--- config.mk ---
export PLATFORM = sky130hd
export DESIGN_NAME = programmable_crc64
export DESIGN_NICKNAME = d
export VERILOG_FILES = /design/src/design/pcrc_pkg.sv /design/src/design/pcrc_front.sv /design/src/design/pcrc_queue.sv /design/src/design/pcrc_back.sv /design/src/design/programmable_crc64.sv
export SDC_FILE = /design/constraint.sdc
export NUM_CORES = 1
export LEC_CHECK = 0
export BUFFER_PORTS_ARGS = -buffer_cell sky130_fd_sc_hd__buf_2
export CORE_ASPECT_RATIO = 1.5
export CORE_MARGIN = 2
export CORE_UTILIZATION = 55
export DETAILED_ROUTE_END_ITERATION = 16
export GPL_TIMING_DRIVEN = 0
export PLACE_DENSITY = 0.79
export SETUP_SLACK_MARGIN = 0.02
export SLEW_MARGIN = 10
export SYNTH_ARGS = -nofsm -noshare
export SYNTH_HDL_FRONTEND = slang
export SYNTH_SLANG_ARGS = --single-unit
--- constraint.sdc ---
create_clock -name aclk -period 8.4 [get_ports aclk]
set_input_delay 0.42 -clock aclk [delete_from_list [all_inputs] [get_ports aclk]]
set_output_delay 0.42 -clock aclk [all_outputs]
set_load 0.02 [all_outputs]
--- src/design/pcrc_pkg.sv ---
`timescale 1ns / 1ps
// ----------------------------------------------------------------------------
// pcrc_pkg: shared types, constants and functions
// Register indexes, queue sizing, word and configuration structs, and the
// bytewise CRC-64 update.
// ----------------------------------------------------------------------------
package pcrc_pkg;

    localparam int CRC_W      = 64;
    localparam int BYTE_W     = 8;
    localparam int CFG_IDX_W  = 3;
    localparam int QDEPTH     = 2;
    localparam int QPTR_W     = 1;
    localparam int QCNT_W     = 2;

    localparam logic [CFG_IDX_W-1:0] CFG_POLYNOMIAL     = 3'd0;
    localparam logic [CFG_IDX_W-1:0] CFG_INITIAL_VALUE  = 3'd1;
    localparam logic [CFG_IDX_W-1:0] CFG_REFLECT_INPUT  = 3'd2;
    localparam logic [CFG_IDX_W-1:0] CFG_REFLECT_OUTPUT = 3'd3;
    localparam logic [CFG_IDX_W-1:0] CFG_FINAL_XOR      = 3'd4;

    localparam logic [CRC_W-1:0] POLY_RESET = 64'h42F0_E1EB_A9EA_3693;

    typedef struct packed {
        logic [BYTE_W-1:0] data_byte;
        logic              last_byte;
    } pcrc_item_t;

    typedef struct packed {
        logic empty;
        logic full;
    } pcrc_qstat_t;

    typedef struct packed {
        logic [CRC_W-1:0] polynomial;
        logic [CRC_W-1:0] initial_value;
        logic             reflect_output;
        logic [CRC_W-1:0] final_xor;
    } pcrc_cfg_t;

    function automatic logic [BYTE_W-1:0] rev8(input logic [BYTE_W-1:0] v);
        logic [BYTE_W-1:0] r;
        for (int k = 0; k < BYTE_W; k++) begin
            r[k] = v[BYTE_W-1-k];
        end
        return r;
    endfunction

    function automatic logic [CRC_W-1:0] rev64(input logic [CRC_W-1:0] v);
        logic [CRC_W-1:0] r;
        for (int k = 0; k < CRC_W; k++) begin
            r[k] = v[CRC_W-1-k];
        end
        return r;
    endfunction

    // MSB-first absorb of one byte, eight shift-and-xor steps
    function automatic logic [CRC_W-1:0] crc_byte(
        input logic [CRC_W-1:0]  crc_in,
        input logic [BYTE_W-1:0] data,
        input logic [CRC_W-1:0]  poly
    );
        logic [CRC_W-1:0] c;
        c = crc_in ^ {data, {(CRC_W-BYTE_W){1'b0}}};
        for (int k = 0; k < BYTE_W; k++) begin
            if (c[CRC_W-1]) begin
                c = {c[CRC_W-2:0], 1'b0} ^ poly;
            end else begin
                c = {c[CRC_W-2:0], 1'b0};
            end
        end
        return c;
    endfunction

endpackage

--- src/design/pcrc_front.sv ---
`timescale 1ns / 1ps
// ----------------------------------------------------------------------------
// pcrc_front: input side
// Takes words from the input channel, applies input byte reflection and
// pushes them into the queue.
// ----------------------------------------------------------------------------
module pcrc_front (
    input  logic                 s_valid,
    output logic                 s_ready,
    input  logic [7:0]           s_data_byte,
    input  logic                 s_last_byte,
    input  logic                 reflect_input,
    input  pcrc_pkg::pcrc_qstat_t qstat,
    output logic                 push,
    output pcrc_pkg::pcrc_item_t push_item
);
    import pcrc_pkg::*;

    assign s_ready = !qstat.full;
    assign push    = s_valid && !qstat.full;

    always_comb begin
        push_item.data_byte = reflect_input ? rev8(s_data_byte) : s_data_byte;
        push_item.last_byte = s_last_byte;
    end

endmodule

--- src/design/pcrc_queue.sv ---
`timescale 1ns / 1ps
// ----------------------------------------------------------------------------
// pcrc_queue: two-entry word queue
// Decouples the input side from the CRC engine.
// ----------------------------------------------------------------------------
module pcrc_queue (
    input  logic                  aclk,
    input  logic                  aresetn,
    input  logic                  push,
    input  pcrc_pkg::pcrc_item_t  push_item,
    input  logic                  pop,
    output pcrc_pkg::pcrc_item_t  head_item,
    output pcrc_pkg::pcrc_qstat_t qstat
);
    import pcrc_pkg::*;

    pcrc_item_t        slot_reg [QDEPTH];
    logic [QPTR_W-1:0] wr_ptr_reg, wr_ptr_next;
    logic [QPTR_W-1:0] rd_ptr_reg, rd_ptr_next;
    logic [QCNT_W-1:0] count_reg,  count_next;

    always_comb begin
        wr_ptr_next = push ? wr_ptr_reg + 1'b1 : wr_ptr_reg;
        rd_ptr_next = pop  ? rd_ptr_reg + 1'b1 : rd_ptr_reg;
        count_next  = count_reg;
        if (push && !pop) begin
            count_next = count_reg + 1'b1;
        end else if (pop && !push) begin
            count_next = count_reg - 1'b1;
        end
    end

    always_ff @(posedge aclk) begin
        if (!aresetn) begin
            wr_ptr_reg <= '0;
            rd_ptr_reg <= '0;
            count_reg  <= '0;
        end else begin
            wr_ptr_reg <= wr_ptr_next;
            rd_ptr_reg <= rd_ptr_next;
            count_reg  <= count_next;
        end
    end

    always_ff @(posedge aclk) begin
        if (push) begin
            slot_reg[wr_ptr_reg] <= push_item;
        end
    end

    assign head_item   = slot_reg[rd_ptr_reg];
    assign qstat.empty = (count_reg == '0);
    assign qstat.full  = (count_reg == QCNT_W'(QDEPTH));

endmodule

--- src/design/pcrc_back.sv ---
`timescale 1ns / 1ps
// ----------------------------------------------------------------------------
// pcrc_back: CRC engine
// Pops words, folds each byte into the running CRC and, on the last byte,
// loads the finished CRC into the output register.
// ----------------------------------------------------------------------------
module pcrc_back (
    input  logic                  aclk,
    input  logic                  aresetn,
    input  pcrc_pkg::pcrc_cfg_t   cfg,
    input  pcrc_pkg::pcrc_item_t  head_item,
    input  pcrc_pkg::pcrc_qstat_t qstat,
    output logic                  pop,
    output logic                  m_valid,
    input  logic                  m_ready,
    output logic [63:0]           m_crc_value
);
    import pcrc_pkg::*;

    logic [CRC_W-1:0] running_reg, running_next;
    logic             busy_reg,    busy_next;
    logic             out_valid_reg, out_valid_next;
    logic [CRC_W-1:0] out_crc_reg,   out_crc_next;
    logic [CRC_W-1:0] crc_base;
    logic [CRC_W-1:0] crc_new;
    logic             out_free;

    assign out_free = !out_valid_reg || m_ready;
    assign pop      = !qstat.empty && (!head_item.last_byte || out_free);
    assign crc_base = busy_reg ? running_reg : cfg.initial_value;
    assign crc_new  = crc_byte(crc_base, head_item.data_byte, cfg.polynomial);

    always_comb begin
        running_next   = running_reg;
        busy_next      = busy_reg;
        out_valid_next = out_valid_reg && !m_ready;
        out_crc_next   = out_crc_reg;
        if (pop) begin
            running_next = crc_new;
            busy_next    = !head_item.last_byte;
            if (head_item.last_byte) begin
                out_valid_next = 1'b1;
                out_crc_next   = (cfg.reflect_output ? rev64(crc_new) : crc_new)
                                 ^ cfg.final_xor;
            end
        end
    end

    always_ff @(posedge aclk) begin
        if (!aresetn) begin
            busy_reg      <= 1'b0;
            out_valid_reg <= 1'b0;
        end else begin
            busy_reg      <= busy_next;
            out_valid_reg <= out_valid_next;
        end
    end

    always_ff @(posedge aclk) begin
        running_reg <= running_next;
        out_crc_reg <= out_crc_next;
    end

    assign m_valid     = out_valid_reg;
    assign m_crc_value = out_crc_reg;

endmodule

--- src/design/programmable_crc64.sv ---
`timescale 1ns / 1ps
// ----------------------------------------------------------------------------
// programmable_crc64: configurable CRC-64, one message byte per word
// Throughput: one byte per cycle, set by the 8-step XOR network in the engine,
// as long as no finished CRC waits in the output register for m_ready.
// Reset: synchronous active-low; queue and output emptied, registers take
// the ECMA-182 polynomial, zero initial value, no reflection, zero final XOR.
// ----------------------------------------------------------------------------
module programmable_crc64 (
    input  logic        aclk,
    input  logic        aresetn,
    input  logic        cfg_valid,
    output logic        cfg_ready,
    input  logic [2:0]  cfg_index,
    input  logic [63:0] cfg_data,
    input  logic        s_valid,
    output logic        s_ready,
    input  logic [7:0]  s_data_byte,
    input  logic        s_last_byte,
    output logic        m_valid,
    input  logic        m_ready,
    output logic [63:0] m_crc_value
);
    import pcrc_pkg::*;

    logic [CRC_W-1:0] polynomial_reg;
    logic [CRC_W-1:0] initial_value_reg;
    logic             reflect_input_reg;
    logic             reflect_output_reg;
    logic [CRC_W-1:0] final_xor_reg;

    pcrc_cfg_t   cfg;
    pcrc_qstat_t qstat;
    pcrc_item_t  push_item;
    pcrc_item_t  head_item;
    logic        push;
    logic        pop;
    logic        cfg_wr;

    assign cfg_ready = 1'b1;
    assign cfg_wr    = cfg_valid && cfg_ready;

    always_ff @(posedge aclk) begin
        if (!aresetn) begin
            polynomial_reg     <= POLY_RESET;
            initial_value_reg  <= '0;
            reflect_input_reg  <= 1'b0;
            reflect_output_reg <= 1'b0;
            final_xor_reg      <= '0;
        end else if (cfg_wr) begin
            case (cfg_index)
                CFG_POLYNOMIAL:     polynomial_reg     <= cfg_data;
                CFG_INITIAL_VALUE:  initial_value_reg  <= cfg_data;
                CFG_REFLECT_INPUT:  reflect_input_reg  <= cfg_data[0];
                CFG_REFLECT_OUTPUT: reflect_output_reg <= cfg_data[0];
                CFG_FINAL_XOR:      final_xor_reg      <= cfg_data;
                default: ;
            endcase
        end
    end

    always_comb begin
        cfg.polynomial     = polynomial_reg;
        cfg.initial_value  = initial_value_reg;
        cfg.reflect_output = reflect_output_reg;
        cfg.final_xor      = final_xor_reg;
    end

    pcrc_front u_front (
        .s_valid       (s_valid),
        .s_ready       (s_ready),
        .s_data_byte   (s_data_byte),
        .s_last_byte   (s_last_byte),
        .reflect_input (reflect_input_reg),
        .qstat         (qstat),
        .push          (push),
        .push_item     (push_item)
    );

    pcrc_queue u_queue (
        .aclk      (aclk),
        .aresetn   (aresetn),
        .push      (push),
        .push_item (push_item),
        .pop       (pop),
        .head_item (head_item),
        .qstat     (qstat)
    );

    pcrc_back u_back (
        .aclk        (aclk),
        .aresetn     (aresetn),
        .cfg         (cfg),
        .head_item   (head_item),
        .qstat       (qstat),
        .pop         (pop),
        .m_valid     (m_valid),
        .m_ready     (m_ready),
        .m_crc_value (m_crc_value)
    );

    a_queue_state: assert property (@(posedge aclk) disable iff (!aresetn)
        !(qstat.full && qstat.empty))
        else $error("queue both full and empty");

    a_push_lands: assert property (@(posedge aclk) disable iff (!aresetn)
        (push && qstat.empty) |=> !qstat.empty)
        else $error("pushed word lost");

    a_bad_index: assert property (@(posedge aclk) disable iff (!aresetn)
        (cfg_wr && cfg_index != CFG_POLYNOMIAL && cfg_index != CFG_INITIAL_VALUE
         && cfg_index != CFG_REFLECT_INPUT && cfg_index != CFG_REFLECT_OUTPUT
         && cfg_index != CFG_FINAL_XOR)
        |=> ($stable(polynomial_reg) && $stable(initial_value_reg)
             && $stable(final_xor_reg)))
        else $error("write to unknown index changed a register");

endmodule

==> flow_summary.json, run 1 <==
{
  "max_stage_delay_ns": 0.80,
  "gr-total-overflow": 0,
  "coreArea_sq_um": 47700,
  "ys_types": 77,
  "postRouteAntennaNets": 0,
  "start_util": 0.558,
  "worst-setup-path-type": "reg2reg",
  "cts.path.max_buffers": 3,
  "rows": 98,
  "synthFlopType": "dfxtp_1",
  "cts_sinks": 347,
  "cts_resized": 0,
  "grt_pass1_vias": 28000,
  "drive_above_1_share": 0.116,
  "synth_seq_cells": 347,
  "cts_made_buffers": 35,
  "yosysWarnings": 0,
  "multi_input_area_sq_um": 16800,
  "cp-start-kind": "flop",
  "syn_nets": 3108,
  "die_height_um": 273,
  "dr.pass1.iters": 8,
  "netlist_area_sq_um": 26600,
  "grt_use_total": 0.495,
  "clk_pin_slew_ns": 0.06,
  "reg2reg_depth": 17,
  "slew_headroom": 0.0487,
  "via_per_inst": 7.50,
  "avgSynthCellArea_sq_um": 8.79,
  "gp_congestion": 1.07,
  "worstSkewPairLatency_ns": 0.57,
  "cpMaxStageDelayCell": "clkbuf_1",
  "h-tree-depth": 2,
  "fmax_mhz": 131,
  "worst_slew_pin_slew_ns": 1.43,
  "cts_setup_buffers": 0,
  "cp_num_buf_inv": 5,
  "dp.final_hpwl_um": 97700,
  "cp.depth": 17,
  "finalCritPeriodShare": 0.907,
  "fin_util": 0.615,
  "hold_depth": 1,
  "grt_max_degree": 43,
  "synth_edf_count": 146,
  "drt_iter0_drc": 3538,
  "cp_max_fo": 10,
  "hp-class": "in2reg",
  "fillers": 4035,
  "path_cells": "buf_6, mux2i_4, xor2_1, and3_1, o31a_1, buf_2, clkbuf_1, o221ai_1, nand3_1, xnor2_1, nand3b_2, clkbuf_1, clkbuf_1, o2111a_1, a311o_1, nand2_1, a2111oi_2",
  "cp-end-kind": "flop",
  "rrSetupSlack_ns": 0.78,
  "clock_skew_ns": 0.0282,
  "finalCriticalPeriod_ns": 7.62,
  "die-area_sq_um": 50200,
  "synthToLayoutAreaGrowth_pct": 10.3,
  "fin_nets": 3293,
  "io_pins": 148,
  "synthCells": 3026,
  "seq_area_sq_um": 8410,
  "io_buffers": 145,
  "cts_tree": "built",
  "setup_viol": 0,
  "wire_per_inst_um": 33.0,
  "die_width_um": 184,
  "critical-path-top-delay-family": "buffers and inverters",
  "required_ns": 8.72,
  "async_reset_ff_frac": 0,
  "ys_seq_area_frac": 0.316,
  "detail_route.drc_violations": 0,
  "cp_data_arrival_time_ns": 7.94,
  "crit_top_cell": "clkbuf_1",
  "grt_pass1_wl_um": 182000,
  "grt_antenna_before_repair": 4,
  "final_max_slew_viol_count": 0,
  "totalWireLength_um": 127000,
  "finalHoldViolCount": 0,
  "holdBufCountCts": 0,
  "status": "finished clean",
  "rsz0062_at_grt": "false",
  "tns_ns": 0,
  "maxCapViolCount": 0,
  "vias": 28800,
  "cts_root_buf": "clkbuf_16"
}
==> cell families (layout without fill, tap and decap cells) <==
group,after synthesis,in the layout,share of synthesized area
adder cells (fa/ha/maj),1,1,0.000470
buffers and inverters,348,559,0.0536
flip-flops,347,347,0.316
AND/OR/NAND/NOR,1019,1019,0.186
AO/OA/AOI/OAI,1024,1024,0.343
multiplexers,87,87,0.0346
other,1,6,0.000141
XOR/XNOR,199,199,0.0671
==> final timing paths <==
check | from | end
worst min register to register | initial_value_reg[10] | initial_value_reg[10]
worst max register to register | u_back.busy_reg | u_back.m_crc_value[25]
worst min-delay path | s_last_byte | u_queue.slot_reg[1][0]
worst max-delay path | u_back.busy_reg | u_back.m_crc_value[25]
==> metal layers <==
metal,GRT usage,vias to the layer above,share of wire
li1,-,12200,-
met1,0.484,13900,0.31
met2,0.804,1935,0.45
met3,0.111,757,0.089
met4,0.579,4,0.15
met5,0,-,0.00019
==> cell usage after synthesis (all sizes together), types with 8 or more instances <==
cell	number	area share
and4b	29	0.011
nor2b	65	0.015
a311oi	212	0.076
a2111oi	58	0.032
o2111a	212	0.090
o21ai	83	0.016
a21oi	120	0.023
nand2b	10	0.0024
a21boi	162	0.046
a211oi	9	0.0039
mux2i	78	0.031
clkbuf	251	0.035
inv	8	0.0011
edfxtp	146	0.16
nand2	572	0.081
o211ai	8	0.0023
and2	10	0.0024
nor4b	28	0.0092
and3	96	0.023
buf	89	0.017
mux2	9	0.0038
xnor2	191	0.063
dfxtp	201	0.15
nor4	35	0.0088
o2111ai	63	0.021
nor2	45	0.0064
a311o	60	0.023
nand3	103	0.019
==> layout by cell type, fill, tap and decap left out, drive strengths merged, types with 8 or more instances in the layout <==
cell	instances
a2111oi	58
a211oi	9
a21boi	162
a21oi	120
a311o	60
a311oi	212
and2	10
and3	96
and4b	29
buf	237
clkbuf	296
clkinv	8
dfxtp	201
edfxtp	146
inv	12
mux2	9
mux2i	78
nand2	572
nand2b	10
nand3	103
nor2	45
nor2b	65
nor4	35
nor4b	28
o2111a	212
o2111ai	63
o211ai	8
o21ai	83
xnor2	191
==> per-stage QoR <==
stage	worst slack, ns	hold slack (ns)	instance area (sq um)	instances
final	0.783	0.0649	29300	3842
after global routing	0.774	0.0793	29300	3837
after global placement	1.38	0.453	28100	3771
after CTS	1.30	0.0587	29300	3837
after floorplan	3.90	0.443	26600	3026
after detailed placement	1.35	0.461	28200	3774
==> area by class of cell <==
cell class | count | share of cell area
clock buffers | 45 | 0.0333
well taps | 600 | 0.0256
multi-input cells | 2331 | 0.572
inverters | 8 | 0.00111
diodes | 5 | 0.000426
repair buffers | 148 | 0.0270
plain buffers | 340 | 0.0478
clock inverters | 18 | 0.00640
flip-flops and latches | 347 | 0.287
Power of run 1 is not shown: default switching activity piles up to over one toggle a cycle in this logic, so the estimate is an artifact.
==> inputs of run 2 (changes only) <==
Settings changed: MAX_ROUTING_LAYER set to met4.
==> run 2 against run 1 <==
Compared with the run above: the flow now finishes with violations (capacitance limit); die area stayed put; highest routed layer is now met4; via count rose by 0.94%; largest cell class unchanged; non-clock buffer count is the same; hold slack improved by 0.0091 ns; clock-buffer cell count grew 1; global-route usage up 2.1 points; maximum frequency down 3.6%; sequential share of layout area about the same; critical path depth unchanged; final cell count about the same.
==> flow_summary.json, run 2 (synthesis gave the netlist of run 1 again) <==
{
  "status": "finished, violations left",
  "violations": "capacitance limit",
  "io_pins": 148,
  "cp_max_fo": 10,
  "hp-class": "in2reg",
  "die_height_um": 273,
  "clk_pin_slew_ns": 0.06,
  "fmax_mhz": 127,
  "cp_data_arrival_time_ns": 8.18,
  "final_max_slew_viol_count": 0,
  "slew_headroom": 0.00105,
  "via_per_inst": 7.56,
  "cts_made_buffers": 35,
  "cts_root_buf": "clkbuf_16",
  "grt_pass1_vias": 28100,
  "detail_route.drc_violations": 0,
  "start_util": 0.558,
  "die-area_sq_um": 50200,
  "wire_per_inst_um": 33.1,
  "holdBufCountCts": 0,
  "dr.pass1.iters": 9,
  "cts_tree": "built",
  "coreArea_sq_um": 47700,
  "setup_viol": 0,
  "drive_above_1_share": 0.116,
  "io_buffers": 145,
  "final_cell_mix": "nand2_1 (572), clkbuf_1 (256), o2111a_1 (212)",
  "fin_nets": 3293,
  "dp_slack_ns": 1.08,
  "worstSkewPairLatency_ns": 0.57,
  "grt_max_degree": 41,
  "cts_resized": 0,
  "setup_slack_ns": 0.497,
  "h-tree-depth": 2,
  "drt_iter0_drc": 3232,
  "cp-start-kind": "flop",
  "rsz0062_at_grt": "false",
  "maxCapViolCount": 1,
  "cts_sinks": 347,
  "cts_setup_buffers": 0,
  "synthToLayoutAreaGrowth_pct": 10.2,
  "finalHoldViolCount": 0,
  "clock_skew_ns": 0.0316,
  "grt_pass1_wl_um": 184000,
  "rows": 98,
  "cp-end-kind": "flop",
  "gp_congestion": 1.10,
  "required_ns": 8.67,
  "fillers": 4082,
  "grt_use_total": 0.515,
  "worst_slew_pin_slew_ns": 1.50,
  "place_area_sq_um": 28200,
  "final_area_sq_um": 29300,
  "finalCritPeriodShare": 0.941,
  "layout.cells.most_common": "nand2_1",
  "die_width_um": 184,
  "dp.final_hpwl_um": 97500,
  "totalWireLength_um": 127000,
  "gr-total-overflow": 0,
  "postRouteAntennaNets": 0,
  "finalCriticalPeriod_ns": 7.90,
  "grt_antenna_before_repair": 4,
  "vias": 29100,
  "cts.path.max_buffers": 3,
  "worst-setup-path-type": "reg2reg",
  "tns_ns": 0
}
==> run 2: changes by cell type in the layout (fill, tap and decap cells not counted), moves of 2 or more <==
cell       delta
clkbuf_1      +3
inv_6         +5
diode_2       +2
clkbuf_16     -2
clkinv_4      -2
==> run 2: area by class of cell <==
class / instances / area [sq um] / area share
clock inverters: 18 / 174 / 0.00593
multi-input cells: 2331 / 16800 / 0.573
inverters: 8 / 32.5 / 0.00111
well taps: 600 / 751 / 0.0256
repair buffers: 148 / 793 / 0.0271
diodes: 7 / 17.5 / 0.000598
plain buffers: 340 / 1400 / 0.0478
flip-flops and latches: 347 / 8410 / 0.287
clock buffers: 46 / 947 / 0.0323
==> run 2: metrics by stage <==
step / hold WS, ns / cells / util
4_1_cts: 0.0687 / 3838 / 0.614
6_report: 0.0740 / 3845 / 0.614
5_1_grt: 0.0668 / 3842 / 0.614
2_1_floorplan: 0.443 / 3026 / -
3_3_place_gp: 0.450 / 3771 / 0.589
3_5_place_dp: 0.457 / 3774 / 0.590
==> run 2: routing by layer <==
layer  routed length, um  part of all wire  GRT usage  vias up
met5                   0                 0          -        -
met4               19300              0.15      0.587        0
met3               11800             0.093      0.126      906
met2               57100              0.45      0.798     2031
met1               39100              0.31      0.494    13900
li1                    -                 -          -    12200
==> run 2: worst paths after layout <==
kind / start / end / slack, ns / cells past startpoint
max: u_back.busy_reg / u_back.m_crc_value[13] / 0.50 / 17
min: s_last_byte / u_queue.slot_reg[0][0] / 0.07 / 1
max reg2reg: u_back.busy_reg / u_back.m_crc_value[13] / 0.50 / 17
min reg2reg: initial_value_reg[57] / initial_value_reg[57] / 0.46 / 2
==> run 2: worst max-delay path: stages, from the launching register on <==
cell       delay (ns)
dfxtp_1          0.39
buf_6            0.24
mux2i_4          0.49
xor2_1           0.60
and3_1           0.33
o31a_1           0.28
buf_2            0.49
clkbuf_1         0.86
o221ai_1         0.26
nand3_1          0.18
xnor2_1          0.28
nand3b_2         0.36
clkbuf_1         0.85
clkbuf_1         0.54
o2111a_1         0.32
o2111ai_1        0.24
and3_1           0.27
a2111oi_2        0.59
Power of run 2 is left out for the same reason.
